`config.mk`:
```
export PLATFORM = sky130hd
export DESIGN_NAME = key_matrix_debounce_flat
export DESIGN_NICKNAME = d
export VERILOG_FILES = /design/src/hw/rtl/kmd_pkg.sv /design/src/hw/rtl/kmd_if.sv /design/src/hw/rtl/key_matrix_debounce.sv /design/src/hw/rtl/kmd_ram.sv /design/src/hw/rtl/kmd_scan.sv /design/src/flat_wrapper.sv
export SDC_FILE = /design/constraint.sdc
export NUM_CORES = 1
export LEC_CHECK = 0
export ABC_AREA = 1
export BUFFER_PORTS_ARGS = -buffer_cell sky130_fd_sc_hd__buf_2
export CAP_MARGIN = 20
export CORE_MARGIN = 5
export CORE_UTILIZATION = 60
export CTS_CLUSTER_SIZE = 16
export DETAILED_ROUTE_END_ITERATION = 8
export MAX_ROUTING_LAYER = met4
export PLACE_DENSITY = 0.78
export REMOVE_ABC_BUFFERS = 1
export SYNTH_ARGS = -nofsm -noshare
export SYNTH_HDL_FRONTEND = slang
export SYNTH_SLANG_ARGS = --single-unit
```
`constraint.sdc`:
```
create_clock -name clk -period 5.56 [get_ports clk]
set_input_delay 0.834 -clock clk [delete_from_list [all_inputs] [get_ports clk]]
set_output_delay 0.834 -clock clk [all_outputs]
set_load 0.05 [all_outputs]
```
`src/hw/rtl/kmd_pkg.sv`:
```
package kmd_pkg;

  // fixed field widths of the channels
  localparam int COL_W      = 3;
  localparam int ROWIN_W    = 16;
  localparam int QROW_W     = 4;
  localparam int DBS_W      = 8;
  localparam int ROWSTATE_W = 8;
  localparam int KCNT_W     = 8;

  // debounce value after reset, also the countdown reset value
  localparam logic [DBS_W-1:0] DEBOUNCE_RESET = 8'd10;

  // sequencer states
  typedef enum logic [6:0] {
    S_IDLE = 7'b0000001,
    S_UPD  = 7'b0000010,
    S_DEC  = 7'b0000100,
    S_CPY  = 7'b0001000,
    S_QRY  = 7'b0010000,
    S_SCAN = 7'b0100000,
    S_DONE = 7'b1000000
  } state_t;

  // controls from the sequencer to the row statistics unit
  typedef struct packed {
    logic clr;
    logic q_cap;
    logic row_vld;
  } scan_ctl_t;

endpackage

```
`src/hw/rtl/kmd_if.sv`:
```
// input word channel: one sampled column
interface kmd_in_if;
  logic                         valid;
  logic                         ready;
  logic [kmd_pkg::COL_W-1:0]    column;
  logic [kmd_pkg::ROWIN_W-1:0]  row_bits;
  logic                         last_col;
  logic [kmd_pkg::QROW_W-1:0]   query_row;

  modport source (output valid, column, row_bits, last_col, query_row, input ready);
  modport sink   (input valid, column, row_bits, last_col, query_row, output ready);
endinterface

// result word channel
interface kmd_out_if;
  logic                           valid;
  logic                           ready;
  logic                           settled;
  logic                           bounce;
  logic                           committed_now;
  logic [kmd_pkg::ROWSTATE_W-1:0] row_state;
  logic                           row_ghost;
  logic [kmd_pkg::KCNT_W-1:0]     key_count;

  modport source (output valid, settled, bounce, committed_now, row_state, row_ghost,
                  key_count, input ready);
  modport sink   (input valid, settled, bounce, committed_now, row_state, row_ghost,
                  key_count, output ready);
endinterface

// configuration write channel
interface kmd_cfg_if;
  logic                        valid;
  logic                        ready;
  logic [kmd_pkg::DBS_W-1:0]   debounce_scans;

  modport source (output valid, debounce_scans, input ready);
  modport sink   (input valid, debounce_scans, output ready);
endinterface

```
`src/hw/rtl/key_matrix_debounce.sv`:
```
// Debounced keyboard matrix scanner. Each input word is one sampled column; each
// accepted word gives exactly one result word. The raw and the settled matrix live
// in two single-port-read memories of ROWS rows by COLS bits, and every item walks
// them one row per cycle through the single read port: an update sweep of the raw
// matrix, a countdown step, a copy sweep into the settled matrix only when the
// countdown expires, a fetch of the queried row and a statistics sweep of the
// settled matrix. The next word is taken once the result is handed to the output
// register. No clearing pass is needed after reset: per-row valid bits make both
// matrices read as zero until written. The debounce value may be written at any
// idle time; zero acts as one.
module key_matrix_debounce #(
  parameter int ROWS = 16,
  parameter int COLS = 8
) (
  input  logic      clk,
  input  logic      rst_n,
  kmd_in_if.sink    in_ch,
  kmd_out_if.source out_ch,
  kmd_cfg_if.sink   cfg_ch
);

  localparam int AW = (ROWS > 1) ? $clog2(ROWS) : 1;
  localparam int CW = $clog2(ROWS + 1);
  localparam int KW = $clog2(ROWS * COLS + 1);

  kmd_pkg::state_t state_r, state_nxt;

  logic [CW-1:0] cnt_r, cnt_nxt;
  logic          rvld_r;
  logic [AW-1:0] ridx_r;

  logic [kmd_pkg::COL_W-1:0]   column_r;
  logic [kmd_pkg::ROWIN_W-1:0] row_bits_r;
  logic                        last_r;
  logic [kmd_pkg::QROW_W-1:0]  query_r;

  logic [kmd_pkg::DBS_W-1:0] dbs_r;
  logic [kmd_pkg::DBS_W-1:0] cd_r, cd_nxt;
  logic                      bounce_r, bounce_nxt;
  logic                      commit_r, commit_nxt;

  logic [ROWS-1:0] raw_vld_r;
  logic [ROWS-1:0] set_vld_r;
  logic            raw_rv_r;
  logic            set_rv_r;

  logic                           out_valid_r;
  logic                           out_settled_r;
  logic                           out_bounce_r;
  logic                           out_commit_r;
  logic [kmd_pkg::ROWSTATE_W-1:0] out_row_r;
  logic                           out_ghost_r;
  logic [kmd_pkg::KCNT_W-1:0]     out_count_r;

  logic                      accept;
  logic                      sweep;
  logic                      issue;
  logic                      cnt_last;
  logic [AW-1:0]             qa;
  logic [AW-1:0]             raw_raddr;
  logic [AW-1:0]             set_raddr;
  logic [COLS-1:0]           raw_rdata;
  logic [COLS-1:0]           set_rdata;
  logic [COLS-1:0]           raw_row;
  logic [COLS-1:0]           set_row;
  logic                      raw_we;
  logic                      set_we;
  logic                      col_ok;
  logic [COLS-1:0]           cmask;
  logic [kmd_pkg::ROWIN_W-1:0] row_shift;
  logic                      raw_bit;
  logic                      flip;
  logic [COLS-1:0]           raw_new;
  logic [kmd_pkg::DBS_W-1:0] reload;
  logic                      out_free;
  logic                      q_ok;
  kmd_pkg::scan_ctl_t        scan_ctl;
  logic [COLS-1:0]           qbits;
  logic                      ghost;
  logic [KW-1:0]             count;

  // handshakes
  assign accept       = in_ch.valid && in_ch.ready;
  assign in_ch.ready  = (state_r == kmd_pkg::S_IDLE);
  assign cfg_ch.ready = 1'b1;
  assign out_free     = !out_valid_r || out_ch.ready;

  // row sweep counter shared by the three passes
  assign sweep    = (state_r == kmd_pkg::S_UPD) || (state_r == kmd_pkg::S_CPY) ||
                    (state_r == kmd_pkg::S_SCAN);
  assign issue    = sweep && (cnt_r < CW'(ROWS));
  assign cnt_last = sweep && (cnt_r == CW'(ROWS));
  assign qa       = AW'(query_r);

  // memory addressing
  assign raw_raddr = cnt_r[AW-1:0];
  assign set_raddr = (state_r == kmd_pkg::S_QRY) ? qa : cnt_r[AW-1:0];
  assign raw_row   = raw_rv_r ? raw_rdata : '0;
  assign set_row   = set_rv_r ? set_rdata : '0;
  assign raw_we    = (state_r == kmd_pkg::S_UPD) && rvld_r;
  assign set_we    = (state_r == kmd_pkg::S_CPY) && rvld_r;

  kmd_ram #(.WIDTH(COLS), .DEPTH(ROWS)) u_raw_ram (
    .clk   (clk),
    .we    (raw_we),
    .waddr (ridx_r),
    .wdata (raw_new),
    .raddr (raw_raddr),
    .rdata (raw_rdata)
  );

  kmd_ram #(.WIDTH(COLS), .DEPTH(ROWS)) u_set_ram (
    .clk   (clk),
    .we    (set_we),
    .waddr (ridx_r),
    .wdata (raw_row),
    .raddr (set_raddr),
    .rdata (set_rdata)
  );

  // compare sampled bit against the raw bit of the driven column
  assign col_ok    = (32'(column_r) < COLS);
  assign cmask     = col_ok ? (COLS'(1) << column_r) : '0;
  assign row_shift = row_bits_r >> ridx_r;
  assign raw_bit   = |(raw_row & cmask);
  assign flip      = raw_we && col_ok && (raw_bit != row_shift[0]);
  assign raw_new   = raw_row ^ (flip ? cmask : '0);
  assign reload    = (dbs_r == '0) ? kmd_pkg::DBS_W'(1) : dbs_r;

  // settled matrix statistics
  assign scan_ctl.clr     = (state_r == kmd_pkg::S_QRY);
  assign scan_ctl.q_cap   = (state_r == kmd_pkg::S_SCAN) && (cnt_r == '0);
  assign scan_ctl.row_vld = (state_r == kmd_pkg::S_SCAN) && rvld_r;

  kmd_scan #(.ROWS(ROWS), .COLS(COLS)) u_scan (
    .clk   (clk),
    .ctl   (scan_ctl),
    .ridx  (ridx_r),
    .qa    (qa),
    .row   (set_row),
    .qbits (qbits),
    .ghost (ghost),
    .count (count)
  );

  assign q_ok = (32'(query_r) < ROWS);

  // sequencer and countdown
  always_comb begin
    state_nxt  = state_r;
    cnt_nxt    = cnt_r;
    cd_nxt     = cd_r;
    bounce_nxt = bounce_r;
    commit_nxt = commit_r;
    if (cnt_last) begin
      cnt_nxt = '0;
    end else if (issue) begin
      cnt_nxt = cnt_r + CW'(1);
    end
    case (state_r)
      kmd_pkg::S_IDLE: begin
        if (accept) begin
          bounce_nxt = 1'b0;
          commit_nxt = 1'b0;
          state_nxt  = kmd_pkg::S_UPD;
        end
      end
      kmd_pkg::S_UPD: begin
        if (flip) begin
          if (cd_r != '0) begin
            bounce_nxt = 1'b1;
          end
          cd_nxt = reload;
        end
        if (cnt_last) begin
          state_nxt = kmd_pkg::S_DEC;
        end
      end
      kmd_pkg::S_DEC: begin
        state_nxt = kmd_pkg::S_QRY;
        if (last_r && (cd_r != '0)) begin
          cd_nxt = cd_r - kmd_pkg::DBS_W'(1);
          if (cd_r == kmd_pkg::DBS_W'(1)) begin
            commit_nxt = 1'b1;
            state_nxt  = kmd_pkg::S_CPY;
          end
        end
      end
      kmd_pkg::S_CPY: begin
        if (cnt_last) begin
          state_nxt = kmd_pkg::S_QRY;
        end
      end
      kmd_pkg::S_QRY: begin
        state_nxt = kmd_pkg::S_SCAN;
      end
      kmd_pkg::S_SCAN: begin
        if (cnt_last) begin
          state_nxt = kmd_pkg::S_DONE;
        end
      end
      kmd_pkg::S_DONE: begin
        if (out_free) begin
          state_nxt = kmd_pkg::S_IDLE;
        end
      end
      default: begin
        state_nxt = kmd_pkg::S_IDLE;
      end
    endcase
  end

  // control registers
  always_ff @(posedge clk) begin
    if (!rst_n) begin
      state_r   <= kmd_pkg::S_IDLE;
      cnt_r     <= '0;
      rvld_r    <= 1'b0;
      dbs_r     <= kmd_pkg::DEBOUNCE_RESET;
      cd_r      <= kmd_pkg::DEBOUNCE_RESET;
      bounce_r  <= 1'b0;
      commit_r  <= 1'b0;
      raw_vld_r <= '0;
      set_vld_r <= '0;
    end else begin
      state_r  <= state_nxt;
      cnt_r    <= cnt_nxt;
      rvld_r   <= issue;
      cd_r     <= cd_nxt;
      bounce_r <= bounce_nxt;
      commit_r <= commit_nxt;
      if (cfg_ch.valid && cfg_ch.ready) begin
        dbs_r <= cfg_ch.debounce_scans;
      end
      if (raw_we) begin
        raw_vld_r[ridx_r] <= 1'b1;
      end
      if (set_we) begin
        set_vld_r[ridx_r] <= 1'b1;
      end
    end
  end

  // input word capture and read-side bookkeeping
  always_ff @(posedge clk) begin
    ridx_r   <= cnt_r[AW-1:0];
    raw_rv_r <= raw_vld_r[raw_raddr];
    set_rv_r <= set_vld_r[set_raddr];
    if (accept) begin
      column_r   <= in_ch.column;
      row_bits_r <= in_ch.row_bits;
      last_r     <= in_ch.last_col;
      query_r    <= in_ch.query_row;
    end
  end

  // output register
  always_ff @(posedge clk) begin
    if (!rst_n) begin
      out_valid_r <= 1'b0;
    end else if ((state_r == kmd_pkg::S_DONE) && out_free) begin
      out_valid_r <= 1'b1;
    end else if (out_ch.ready) begin
      out_valid_r <= 1'b0;
    end
  end

  always_ff @(posedge clk) begin
    if ((state_r == kmd_pkg::S_DONE) && out_free) begin
      out_settled_r <= (cd_r == '0);
      out_bounce_r  <= bounce_r;
      out_commit_r  <= commit_r;
      out_row_r     <= q_ok ? kmd_pkg::ROWSTATE_W'(qbits) : '0;
      out_ghost_r   <= q_ok && ghost;
      out_count_r   <= (32'(count) > 255) ? {kmd_pkg::KCNT_W{1'b1}}
                                          : kmd_pkg::KCNT_W'(count);
    end
  end

  assign out_ch.valid         = out_valid_r;
  assign out_ch.settled       = out_settled_r;
  assign out_ch.bounce        = out_bounce_r;
  assign out_ch.committed_now = out_commit_r;
  assign out_ch.row_state     = out_row_r;
  assign out_ch.row_ghost     = out_ghost_r;
  assign out_ch.key_count     = out_count_r;

  // checks
  a_cnt_bound: assert property (@(posedge clk) disable iff (!rst_n)
    cnt_r <= CW'(ROWS))
    else $error("row sweep counter past the last row");

  a_copy_cause: assert property (@(posedge clk) disable iff (!rst_n)
    (state_r == kmd_pkg::S_CPY) |-> (last_r && (cd_r == '0) && commit_r))
    else $error("matrix copy without an expired countdown at end of scan");

  a_commit_settled: assert property (@(posedge clk) disable iff (!rst_n)
    (out_valid_r && out_commit_r) |-> out_settled_r)
    else $error("commit reported while countdown still pending");

  a_load_settled: assert property (@(posedge clk) disable iff (!rst_n)
    ((state_r == kmd_pkg::S_DONE) && out_free) |=>
      (out_valid_r && (out_settled_r == (cd_r == '0))))
    else $error("settled flag does not match countdown");

endmodule

```
`src/hw/rtl/kmd_ram.sv`:
```
module kmd_ram #(
  parameter int WIDTH = 8,
  parameter int DEPTH = 16,
  localparam int AW   = (DEPTH > 1) ? $clog2(DEPTH) : 1
) (
  input  logic             clk,
  input  logic             we,
  input  logic [AW-1:0]    waddr,
  input  logic [WIDTH-1:0] wdata,
  input  logic [AW-1:0]    raddr,
  output logic [WIDTH-1:0] rdata
);

  logic [WIDTH-1:0] mem_r [DEPTH];
  logic [WIDTH-1:0] rdata_r;

  // one write port, one registered read port (old data on collision)
  always_ff @(posedge clk) begin
    if (we) begin
      mem_r[waddr] <= wdata;
    end
    rdata_r <= mem_r[raddr];
  end

  assign rdata = rdata_r;

endmodule

```
`src/hw/rtl/kmd_scan.sv`:
```
module kmd_scan #(
  parameter int ROWS  = 16,
  parameter int COLS  = 8,
  localparam int AW   = (ROWS > 1) ? $clog2(ROWS) : 1,
  localparam int KW   = $clog2(ROWS * COLS + 1),
  localparam int PW   = $clog2(COLS + 1)
) (
  input  logic               clk,
  input  kmd_pkg::scan_ctl_t ctl,
  input  logic [AW-1:0]      ridx,
  input  logic [AW-1:0]      qa,
  input  logic [COLS-1:0]    row,
  output logic [COLS-1:0]    qbits,
  output logic               ghost,
  output logic [KW-1:0]      count
);

  logic [COLS-1:0] qbits_r;
  logic [KW-1:0]   acc_r;
  logic [KW-1:0]   acc_nxt;
  logic            ovl_r;
  logic            ovl_nxt;
  logic [PW-1:0]   row_ones;

  // ones in the settled row now on the read port
  always_comb begin
    row_ones = '0;
    for (int c = 0; c < COLS; c++) begin
      row_ones = row_ones + PW'(row[c]);
    end
  end

  // key count and overlap with the queried row, one row a cycle
  always_comb begin
    acc_nxt = acc_r;
    ovl_nxt = ovl_r;
    if (ctl.clr) begin
      acc_nxt = '0;
      ovl_nxt = 1'b0;
    end else if (ctl.row_vld) begin
      acc_nxt = acc_r + KW'(row_ones);
      if ((ridx != qa) && ((row & qbits_r) != '0)) begin
        ovl_nxt = 1'b1;
      end
    end
  end

  always_ff @(posedge clk) begin
    acc_r <= acc_nxt;
    ovl_r <= ovl_nxt;
    if (ctl.q_cap) begin
      qbits_r <= row;
    end
  end

  // ghost needs at least two keys in the queried row
  assign qbits = qbits_r;
  assign ghost = ovl_r && (((qbits_r - COLS'(1)) & qbits_r) != '0);
  assign count = acc_r;

endmodule
```
`src/flat_wrapper.sv`:
```
// flat-port wrapper written by rule: the top's interface ports become plain ports
module key_matrix_debounce_flat 
#(
  parameter int ROWS = 16,
  parameter int COLS = 8
)
  (clk, rst_n, in_ch_valid, in_ch_column, in_ch_row_bits, in_ch_last_col, in_ch_query_row, in_ch_ready, out_ch_valid, out_ch_settled, out_ch_bounce, out_ch_committed_now, out_ch_row_state, out_ch_row_ghost, out_ch_key_count, out_ch_ready, cfg_ch_valid, cfg_ch_debounce_scans, cfg_ch_ready);
  kmd_in_if in_ch_i ();
  kmd_out_if out_ch_i ();
  kmd_cfg_if cfg_ch_i ();
  input  logic clk;
  input  logic rst_n;
  input wire logic [$bits(in_ch_i.valid)-1:0] in_ch_valid;
  input wire logic [$bits(in_ch_i.column)-1:0] in_ch_column;
  input wire logic [$bits(in_ch_i.row_bits)-1:0] in_ch_row_bits;
  input wire logic [$bits(in_ch_i.last_col)-1:0] in_ch_last_col;
  input wire logic [$bits(in_ch_i.query_row)-1:0] in_ch_query_row;
  output wire logic [$bits(in_ch_i.ready)-1:0] in_ch_ready;
  output wire logic [$bits(out_ch_i.valid)-1:0] out_ch_valid;
  output wire logic [$bits(out_ch_i.settled)-1:0] out_ch_settled;
  output wire logic [$bits(out_ch_i.bounce)-1:0] out_ch_bounce;
  output wire logic [$bits(out_ch_i.committed_now)-1:0] out_ch_committed_now;
  output wire logic [$bits(out_ch_i.row_state)-1:0] out_ch_row_state;
  output wire logic [$bits(out_ch_i.row_ghost)-1:0] out_ch_row_ghost;
  output wire logic [$bits(out_ch_i.key_count)-1:0] out_ch_key_count;
  input wire logic [$bits(out_ch_i.ready)-1:0] out_ch_ready;
  input wire logic [$bits(cfg_ch_i.valid)-1:0] cfg_ch_valid;
  input wire logic [$bits(cfg_ch_i.debounce_scans)-1:0] cfg_ch_debounce_scans;
  output wire logic [$bits(cfg_ch_i.ready)-1:0] cfg_ch_ready;
  assign in_ch_i.valid = in_ch_valid;
  assign in_ch_i.column = in_ch_column;
  assign in_ch_i.row_bits = in_ch_row_bits;
  assign in_ch_i.last_col = in_ch_last_col;
  assign in_ch_i.query_row = in_ch_query_row;
  assign in_ch_ready = in_ch_i.ready;
  assign out_ch_valid = out_ch_i.valid;
  assign out_ch_settled = out_ch_i.settled;
  assign out_ch_bounce = out_ch_i.bounce;
  assign out_ch_committed_now = out_ch_i.committed_now;
  assign out_ch_row_state = out_ch_i.row_state;
  assign out_ch_row_ghost = out_ch_i.row_ghost;
  assign out_ch_key_count = out_ch_i.key_count;
  assign out_ch_i.ready = out_ch_ready;
  assign cfg_ch_i.valid = cfg_ch_valid;
  assign cfg_ch_i.debounce_scans = cfg_ch_debounce_scans;
  assign cfg_ch_ready = cfg_ch_i.ready;
  key_matrix_debounce #(.ROWS(ROWS), .COLS(COLS)) u_core (.clk(clk), .rst_n(rst_n), .in_ch(in_ch_i), .out_ch(out_ch_i), .cfg_ch(cfg_ch_i));
endmodule
```
After elaboration in Yosys (flattened, before gate mapping)
Memories as Yosys holds them, arrays and structs flattened. A register that Yosys moved wholly into a read port is not among the register bits. Index checks and enable logic that the tools add are counted. W data, S select, Z words.

Bits in registers: 131. RAM bits: 256. Input bits: 37. Output and inout port bits: 23. Logic and storage cells: 142. Memories kept: 2.

Add/sub/neg operators: 11. Magnitude comparators: 5. Eq/ne operators: 20. Shift operators: 2. Muxes and demuxes: 35. Bitwise logic cells: 7. Reductions and logical operators: 34.

Memories: u_core.u_raw_ram.mem_r (words 16, bits a word 8, rd ports 1, clocked after Yosys merged registers in 1, wr ports 1, line kmd_ram.sv:14) `logic [WIDTH-1:0] mem_r [DEPTH];`; u_core.u_set_ram.mem_r (words 16, bits a word 8, rd ports 1, clocked after Yosys merged registers in 1, wr ports 1, line kmd_ram.sv:14).

Operators with widths (count): $pmux W7 S7 (1); $mux W8 (6); $mux W7 (6); $or A16 B16 Y16 (2); $and A8 B8 Y8 (3); $reduce_bool A8 Y1 (3); $add A4 B1 Y4 (4); $logic_not A8 Y1 (2); $pmux W8 S2 (1); $shr A16 B4 Y1 (1); $sub A8 B1 Y8 const B (2); $lt A4 B5 Y1 const B (3); $mux W1 (14); $ne A2 B1 Y1 const B (7); $logic_and A1 B1 Y1 (13); $add A8 B4 Y8 (1); $bmux W1 S4 (2); $eq A8 B1 Y1 const B (1); $reduce_and A4 Y1 (2); $reduce_bool A2 Y1 (4); $reduce_or A8 Y1 (1); $shl A1 B3 Y8 const A (1); $xor A8 B8 Y8 (1); $eq A7 B1 Y1 const B (1); 28 further kinds (32).

Depth between registers and ports, before layout
Gate-level depths: netlist of the first run.

Depth after elaboration: 9. Depth in mapped cells: 16. Mapped depth without buffers: 15.

By module
A second synthesis of the first run with hierarchy kept.

Cells, all modules: 1912. Area, all modules: 17948.5 µm².

Modules (own cells, without submodules): kmd_ram at u_core.u_set_ram (instances 1, cells each 553, area an instance 5771.8 µm², seq. area each 4003.8 µm²); kmd_ram at u_core.u_raw_ram (instances 1, cells each 551, area an instance 5766.8 µm², seq. area each 4003.8 µm²); key_matrix_debounce (instances 1, cells each 664, area an instance 5316.3 µm², seq. area each 2722.6 µm²); kmd_scan (instances 1, cells each 144, area an instance 1093.5 µm², seq. area each 420.4 µm²).

Worst setup path before layout of the first run
Ideal clock, no wire load.

Path kind: register to register. Start point: register u_core.set_rv_r. End point: register u_core.u_scan.acc_r[6] (netlist: u_core.u_scan.count[6]). Library setup time: 0.078 ns. Arrival: 3.418 ns. Required time: 5.482 ns. Slack: 2.064 ns. Cell stages (with the launch flop): 17. Path buffers: 1. Clock period less this slack: 3.496 ns. Cell sequence: dfxtp_1 clkbuf_1 nand2_1 inv_1 fa_1 inv_1 fa_1 inv_1 fa_1 fa_1 fa_1 nand3_1 nand2_1 nand2_1 nor2_1 and3_1 nor3_1.

Cells in the longest elaborated chain, start to end: 9.

Ends and longest elaborated chain: start, declared (line key_matrix_debounce.sv:45) `logic set_rv_r;`; start signal, assigned (line key_matrix_debounce.sv:248) `set_rv_r <= set_vld_r[set_raddr];`; $mux W8 (line key_matrix_debounce.sv:99) `assign set_row = set_rv_r ? set_rdata : '0;`; named net u_core.set_row[0] (line key_matrix_debounce.sv:65) `logic [COLS-1:0] set_row;`; $add A1 B1 Y2 (line kmd_scan.sv:29) `row_ones = row_ones + PW'(row[c]);`; $add A2 B1 Y3 (line kmd_scan.sv:29); $add A3 B1 Y4 (line kmd_scan.sv:29); $add A4 B1 Y4 (4 in series) (line kmd_scan.sv:29); $add A8 B4 Y8 (line kmd_scan.sv:41) `acc_nxt = acc_r + KW'(row_ones);`; end signal, assigned (line kmd_scan.sv:49) `acc_r <= acc_nxt;`; end, declared (line kmd_scan.sv:19) `logic [KW-1:0] acc_r;`.

The timed path passes the listed nets, and every way through them passes these cells. A chain may end at the register's enable or synchronous reset.

Worst setup path after layout of the first run
Ends and elaborated chain as after synthesis.

==> flow_metrics.py, run 1 <==
metrics = {
    "cells_and_area": {
        "drive_gt1_frac": 0.109,
        "nFillCells": 2005,
        "final_area_sq_um": 18400,
        "fin_util": 0.668,
        "antenna_cells": 0,
        "nNetsFinal": 1590,
        "final_common_cell": "edfxtp_1",
        "multi_input_comb_area_sq_um": 4610,
        "syn2layout_area_growth_pct": 10.8,
        "seq_area_sq_um": 11200,
        "final_cell_mix": "edfxtp_1 (308), nor2_1 (219), nand2_1 (169)",
    },
    "sta": {
        "period_minus_slack_ns": 3.59,
        "finalHoldViolCount": 0,
        "rsz0062_at_grt": "no",
        "fin_ws_ns": 1.97,
        "tns_ns": 0,
        "max_slew_margin": 0.258,
        "setup_viol": 0,
        "holdWs_ns": 0.441,
        "finalCritPeriodShare": 0.645,
        "timing.fmax_ghz": 0.279,
        "maxSlewViolCount": 0,
        "finalClockSkew_ns": 0.0169,
        "worst_pin_slew_ns": 1.11,
    },
    "route": {
        "drt_iter0_drc": 1528,
        "drt-pass1-iter-count": 5,
        "remaining_drc_errors": 0,
        "postRouteAntennaNets": 0,
        "wl_per_cell_microns": 19.7,
        "drt-total-wl_microns": 38400,
        "route.vias.total": 11365,
        "vias_per_cell": 5.84,
    },
    "global_route": {
        "grt_max_degree": 79,
        "grt_pass1_vias": 10939,
        "grt-ovfl-total": 0,
        "grt_pass1_wl_microns": 60300,
        "grt_usage": 0.254,
        "antenna_found_initial": 0,
    },
    "setup_path": {
        "critPathRequiredTime_ns": 6.00,
        "cp_slowest_stage_delay_ns": 0.47,
        "cpMostUsedCell": "fa_1",
        "slowest_stage": "fa_1",
        "path_cells": "nand2_1 -> inv_1 -> fa_1 -> inv_1 -> fa_1 -> inv_1 -> fa_1 -> fa_1 -> fa_1 -> nand3_1 -> nand2_1 -> nand2_1 -> nor2_1 -> and3_1 -> nor3_1",
        "setup.worst_path.class": "reg -> reg",
        "critPathCaptureType": "flip-flop",
        "arrival_ns": 4.03,
        "worstSetupStartpointType": "flip-flop",
        "worstPathMaxFanout": 8,
    },
    "hold_path": {
        "min_path_type": "reg -> reg",
    },
    "cts": {
        "ctsHtreeMaxLevel": 2,
        "clock_latency_ns": 0.52,
        "cts-root-buf": "clkbuf_16",
        "ctsHoldBuffers": 0,
        "cts_resized": 0,
        "numCtsBuffers": 40,
        "clk_pin_slew_ns": 0.06,
        "cts_buffer_depth": 3,
        "cts.sinks": 403,
        "cts_tree": "done",
        "cts_setup_buffers": 0,
    },
    "placed_design": {
        "post-place-ws_ns": 1.97,
        "dpl.hpwl_microns": 24200,
        "place_congestion": 0.930,
        "numPortBuffers": 58,
        "placed_cell_area_sq_um": 17100,
    },
    "power": {
        "powerDensity_nw_per_um2": 335,
        "leakagePower_uw": 0.00688,
        "peakVddDrop_mv": 0.282,
    },
    "logic_synthesis": {
        "synthArstFlopShare": 0,
        "postSynthCellCount": 1484,
        "synth-seq-area-share": 0.671,
        "synth_edf_count": 308,
        "synth_warnings": 0,
        "ys_seq_elements": 403,
        "ys.flop_type": "edfxtp_1",
        "ys_types": 53,
        "syn_area_sq_um": 16600,
        "avgSynthCellArea_sq_um": 11.2,
    },
    "floorplan": {
        "die_y_microns": 176,
        "core_area_sq_um": 27600,
        "io_pins": 60,
        "die_width_microns": 176,
        "floorplan.initialDensity": 0.603,
        "dieArea_sq_um": 31100,
        "rows": 61,
    },
    "run_status": {
        "status": "complete, no violations",
    },
    "flow_run": {
        "drv_cap": 0,
    },
}
-- state kept, by name, summed over array words and instances, names as in the netlist, 5 cells and up --
register / count
u_core.cnt_r: 5
u_core.dbs_r: 8
u_core.out_ch.row_state: 8
u_core.u_scan.qbits: 8
u_core.raw_vld_r: 16
u_core.u_raw_ram.mem_r: 128
u_core.cd_r: 8
u_core.row_bits_r: 16
u_core.out_ch.key_count: 8
u_core.u_scan.count: 8
u_core.state_r: 7
u_core.u_raw_ram.rdata: 8
u_core.u_set_ram.mem_r: 128
u_core.set_vld_r: 16
u_core.u_set_ram.rdata: 8
-- synthesized netlist by cell type (all sizes together), types with 2 or more instances --
master | n | area (sq um)
edfxtp | 308 | 9250
nor2 | 228 | 888
o21ai | 179 | 926
nand2 | 177 | 699
inv | 125 | 474
dfxtp | 95 | 1900
nand3 | 62 | 328
o22ai | 38 | 238
clkbuf | 33 | 125
a21oi | 32 | 160
buf | 32 | 236
o21a | 32 | 240
o21bai | 27 | 203
o211ai | 26 | 195
nand4 | 15 | 100
ha | 10 | 125
xor2 | 10 | 87.6
or2 | 9 | 56.3
nor3 | 7 | 35.0
xnor2 | 6 | 52.6
clkinv | 5 | 20.0
fa | 5 | 100
a211oi | 4 | 30.0
and3 | 4 | 25.0
nand3b | 3 | 22.5
nor4 | 3 | 25.0
o2111ai | 2 | 17.5
-- area by class of cell --
type | count | area share
multi-input cells | 886 | 0.250
clock inverters | 13 | 0.00544
well taps | 378 | 0.0257
repair buffers | 77 | 0.0241
inverters | 130 | 0.0268
clock buffers | 58 | 0.0618
flip-flops and latches | 403 | 0.606
-- worst max-delay path: cells and delay by family (launching register included) --
family	cells	cell delay [ns]
AND/OR/NAND/NOR	7	0.65
flip-flops	1	0.44
adder cells (fa/ha/maj)	5	2.14
buffers and inverters	3	0.27
-- logic make-up after synthesis --
| family | after synthesis | synth area share |
|---|---|---|
| AO/OA/AOI/OAI | 345 | 0.123 |
| AND/OR/NAND/NOR | 509 | 0.132 |
| buffers and inverters | 195 | 0.0515 |
| flip-flops | 403 | 0.671 |
| adder cells (fa/ha/maj) | 15 | 0.0136 |
| XOR/XNOR | 16 | 0.00843 |
| other | 1 | 0.000226 |
-- worst paths after layout --
path | start | endpoint | slack (ns) | depth (start not counted)
worst max register to register | u_core.set_rv_r | u_core.u_scan.count[6] | 1.97 | 15
worst max-delay path | u_core.set_rv_r | u_core.u_scan.count[6] | 1.97 | 15
worst min register to register | u_core.u_scan.count[4] | u_core.out_ch.key_count[4] | 0.44 | 0
worst min-delay path | u_core.u_scan.count[4] | u_core.out_ch.key_count[4] | 0.44 | 0
-- report_power, final --
part           internal [uW]  total [uW]  switching [uW]
Clock                   1470        2540            1070
Combinational            100         332             232
Sequential              3270        3290            29.4
-- layer usage --
layer  up-vias  part of all wire  wire, microns  GRT usage
met3        84             0.088           3370     0.0375
met2       585              0.49          18700      0.410
met1      5411              0.39          15100      0.341
met4         0             0.032           1220     0.0787
met5         -                 0              0          -
li1       5285                 -              -          -
-- stage by stage --
stage                     total power, uW  instances
after global routing                 6360       1945
final                                6160       1945
after detailed placement             3680       1869
after global placement               3670       1866
after CTS                            6180       1940
after floorplan                      3560       1419
Power figures use the tool's default switching activity.
==> inputs of run 2 (changes only) <==
--- a/config.mk
+++ b/config.mk
@@ -9,11 +9,11 @@
 export BUFFER_PORTS_ARGS = -buffer_cell sky130_fd_sc_hd__buf_2
 export CAP_MARGIN = 20
 export CORE_MARGIN = 5
-export CORE_UTILIZATION = 60
+export CORE_UTILIZATION = 56
 export CTS_CLUSTER_SIZE = 16
 export DETAILED_ROUTE_END_ITERATION = 8
 export MAX_ROUTING_LAYER = met4
-export PLACE_DENSITY = 0.78
+export PLACE_DENSITY = 0.76
 export REMOVE_ABC_BUFFERS = 1
 export SYNTH_ARGS = -nofsm -noshare
 export SYNTH_HDL_FRONTEND = slang
==> constraint.sdc (replaced) <==
create_clock -name clk -period 3.24 [get_ports clk]
set_input_delay 0.486 -clock clk [delete_from_list [all_inputs] [get_ports clk]]
set_output_delay 0.486 -clock clk [all_outputs]
set_load 0.05 [all_outputs]
==> run 2 against run 1 <==
The flow now finishes with violations (setup timing). Die area up 6.7%. Core utilization fell by 2.5 points. Critical endpoint unchanged. Hold slack got worse by 0.31 ns. Highest routed layer unchanged. Sequential share of layout area down 1.7 points. Largest cell class unchanged.
==> flow_metrics.py, run 2 (same netlist as run 1, synthesis figures left out) <==
metrics = {
    "power": {
        "switching_power_uw": 2320,
        "intPower_uw": 8430,
        "total_power_uw": 10800,
        "leakagePower_uw": 0.00719,
        "peakVddDrop_mv": 0.508,
        "switching_share": 0.216,
        "power_frac_seq": 0.525,
        "power_frac_clock": 0.418,
        "powerDensity_nw_per_um2": 567,
        "p_comb_frac": 0.057,
    },
    "setup_path": {
        "crit_family": "adder cells",
        "slowest_stage": "fa_1",
        "path_cells": "nand2_2 -> inv_2 -> fa_1 -> inv_1 -> fa_1 -> inv_1 -> fa_1 -> fa_2 -> fa_2 -> nand3_2 -> nand2_2 -> nand2_2 -> nor2_4 -> and3_4 -> nor3_2",
        "reg2reg_to": "u_core.u_scan.count[6]",
        "cp_slowest_stage_delay_ns": 0.49,
        "rrSetupSlack_ns": -0.1,
        "cp_num_buf_inv": 3,
        "setup.worst_path.class": "reg -> reg",
        "crit_end": "u_core.u_scan.count[6]",
        "worstPathMaxFanout": 3,
        "r2r_cells": 15,
        "r2r_start": "u_core.set_rv_r",
        "worstSetupStartpointType": "flip-flop",
        "critPathCaptureType": "flip-flop",
        "cp.depth": 15,
        "arrival_ns": 3.79,
        "critPathRequiredTime_ns": 3.69,
        "critPathLaunch": "u_core.set_rv_r",
    },
    "global_route": {
        "grt_pass1_wl_microns": 60100,
        "grt_pass1_vias": 11108,
        "grt_usage": 0.236,
        "grt_max_degree": 77,
        "grt-ovfl-total": 0,
        "antenna_found_initial": 0,
    },
    "sta": {
        "max_slew_margin": 0.392,
        "setup_viol": 2,
        "finalCritPeriodShare": 1.03,
        "maxSlewViolCount": 0,
        "period_minus_slack_ns": 3.34,
        "worst_pin_slew_ns": 0.909,
        "rsz0062_at_grt": "yes",
        "finalHoldViolCount": 0,
        "timing.fmax_ghz": 0.299,
        "fin_ws_ns": -0.0996,
        "finalClockSkew_ns": 0.0211,
    },
    "floorplan": {
        "dieArea_sq_um": 33200,
        "rows": 63,
        "core_area_sq_um": 29500,
        "die_width_microns": 182,
        "io_pins": 60,
        "die_y_microns": 182,
        "floorplan.initialDensity": 0.564,
    },
    "placed_design": {
        "place_congestion": 0.938,
        "numPortBuffers": 58,
        "post-place-ws_ns": -0.278,
        "post-place-cells": 1931,
        "dpl.hpwl_microns": 24700,
        "placed_cell_area_sq_um": 17600,
    },
    "cells_and_area": {
        "seq_area_sq_um": 11200,
        "final_common_cell": "edfxtp_1",
        "drive_gt1_frac": 0.150,
        "antenna_cells": 0,
        "nFillCells": 2231,
        "syn2layout_area_growth_pct": 14.1,
        "fin_util": 0.643,
        "nNetsFinal": 1642,
        "final_cells": 2012,
        "final_area_sq_um": 19000,
        "multi_input_comb_area_sq_um": 4670,
        "final_cell_mix": "edfxtp_1 (308), nor2_1 (218), nand2_1 (165)",
        "top_regs": "u_core.u_raw_ram.mem_r: 128 flops, u_core.u_set_ram.mem_r: 128 flops",
    },
    "cts": {
        "clock_latency_ns": 0.53,
        "cts_buffer_depth": 3,
        "cts_tree": "done",
        "clk_pin_slew_ns": 0.06,
        "cts-root-buf": "clkbuf_16",
        "ctsHtreeMaxLevel": 2,
        "numCtsBuffers": 40,
        "cts.sinks": 403,
    },
    "route": {
        "drt_iter0_drc": 1214,
        "drt-total-wl_microns": 39000,
        "remaining_drc_errors": 0,
        "drt-pass1-iter-count": 6,
        "postRouteAntennaNets": 0,
        "wl_per_cell_microns": 19.4,
        "vias_per_cell": 5.70,
        "route.vias.total": 11476,
    },
    "run_status": {
        "status": "complete, but fails checks",
        "violations": "setup timing",
    },
    "hold_path": {
        "min_from": "in_ch_row_bits[8]",
        "min_path_type": "in -> reg",
    },
    "flow_run": {
        "drv_cap": 0,
    },
}
## run 2: cell count changes in the layout (fill, tap and decap cells not counted), moves of 3 or more
cell / delta
buf_4: +52
clkbuf_8: -3
nand2_2: +4
clkinv_2: +6
buf_6: -3
buf_12: +3
nand2_1: -4
## run 2: how the worst min path moves through the flow
stage	slack, ns	endpoint	cells past startpoint
after floorplan	0.40	u_core.ridx_r[3]	0
after global placement	0.42	u_core.out_ch.key_count[4]	0
after detailed placement	0.43	u_core.out_ch.key_count[4]	0
after CTS	0.12	u_core.row_bits_r[8]	1
after global routing	0.12	u_core.row_bits_r[8]	1
final	0.13	u_core.row_bits_r[8]	1
## run 2: power groups by stage
stage | Clock (uW) | Sequential [uW] | Combinational [uW]
final | 4500 | 5650 | 608
after global routing | 4790 | 5650 | 670
after CTS | 4540 | 5650 | 603
after detailed placement | 0 | 5760 | 593
after global placement | 0 | 5760 | 578
after floorplan | 0 | 5760 | 353
## run 2: final cells by class
class | count | share of cell area
Inverter | 130 | 0.0261
Timing Repair Buffer | 129 | 0.0454
Sequential cell | 403 | 0.589
Clock buffer | 57 | 0.0605
Tap cell | 390 | 0.0257
Clock inverter | 17 | 0.00753
Multi-Input combinational cell | 886 | 0.246
## run 2: layer usage
layer	wire (microns)	GRT usage
met1	15400	0.296
met2	19500	0.399
met3	2920	0.0351
met4	1260	0.0775
met5	0	-
## run 2: through the flow
stage / TNS [ns] / hold slack, ns
6_report: -0.106 / 0.133
5_1_grt: -0.601 / 0.118
3_3_place_gp: -0.453 / 0.422
2_1_floorplan: -10.54 / 0.396
4_1_cts: -0.190 / 0.120
3_5_place_dp: -0.648 / 0.428
## run 2: repair_timing
action,4_1_cts,5_1_grt
endpoints found under the setup margin,4,6
buffers inserted,2,1
resized for setup,8,10
pin swaps,3,5
hold buffers,0,0
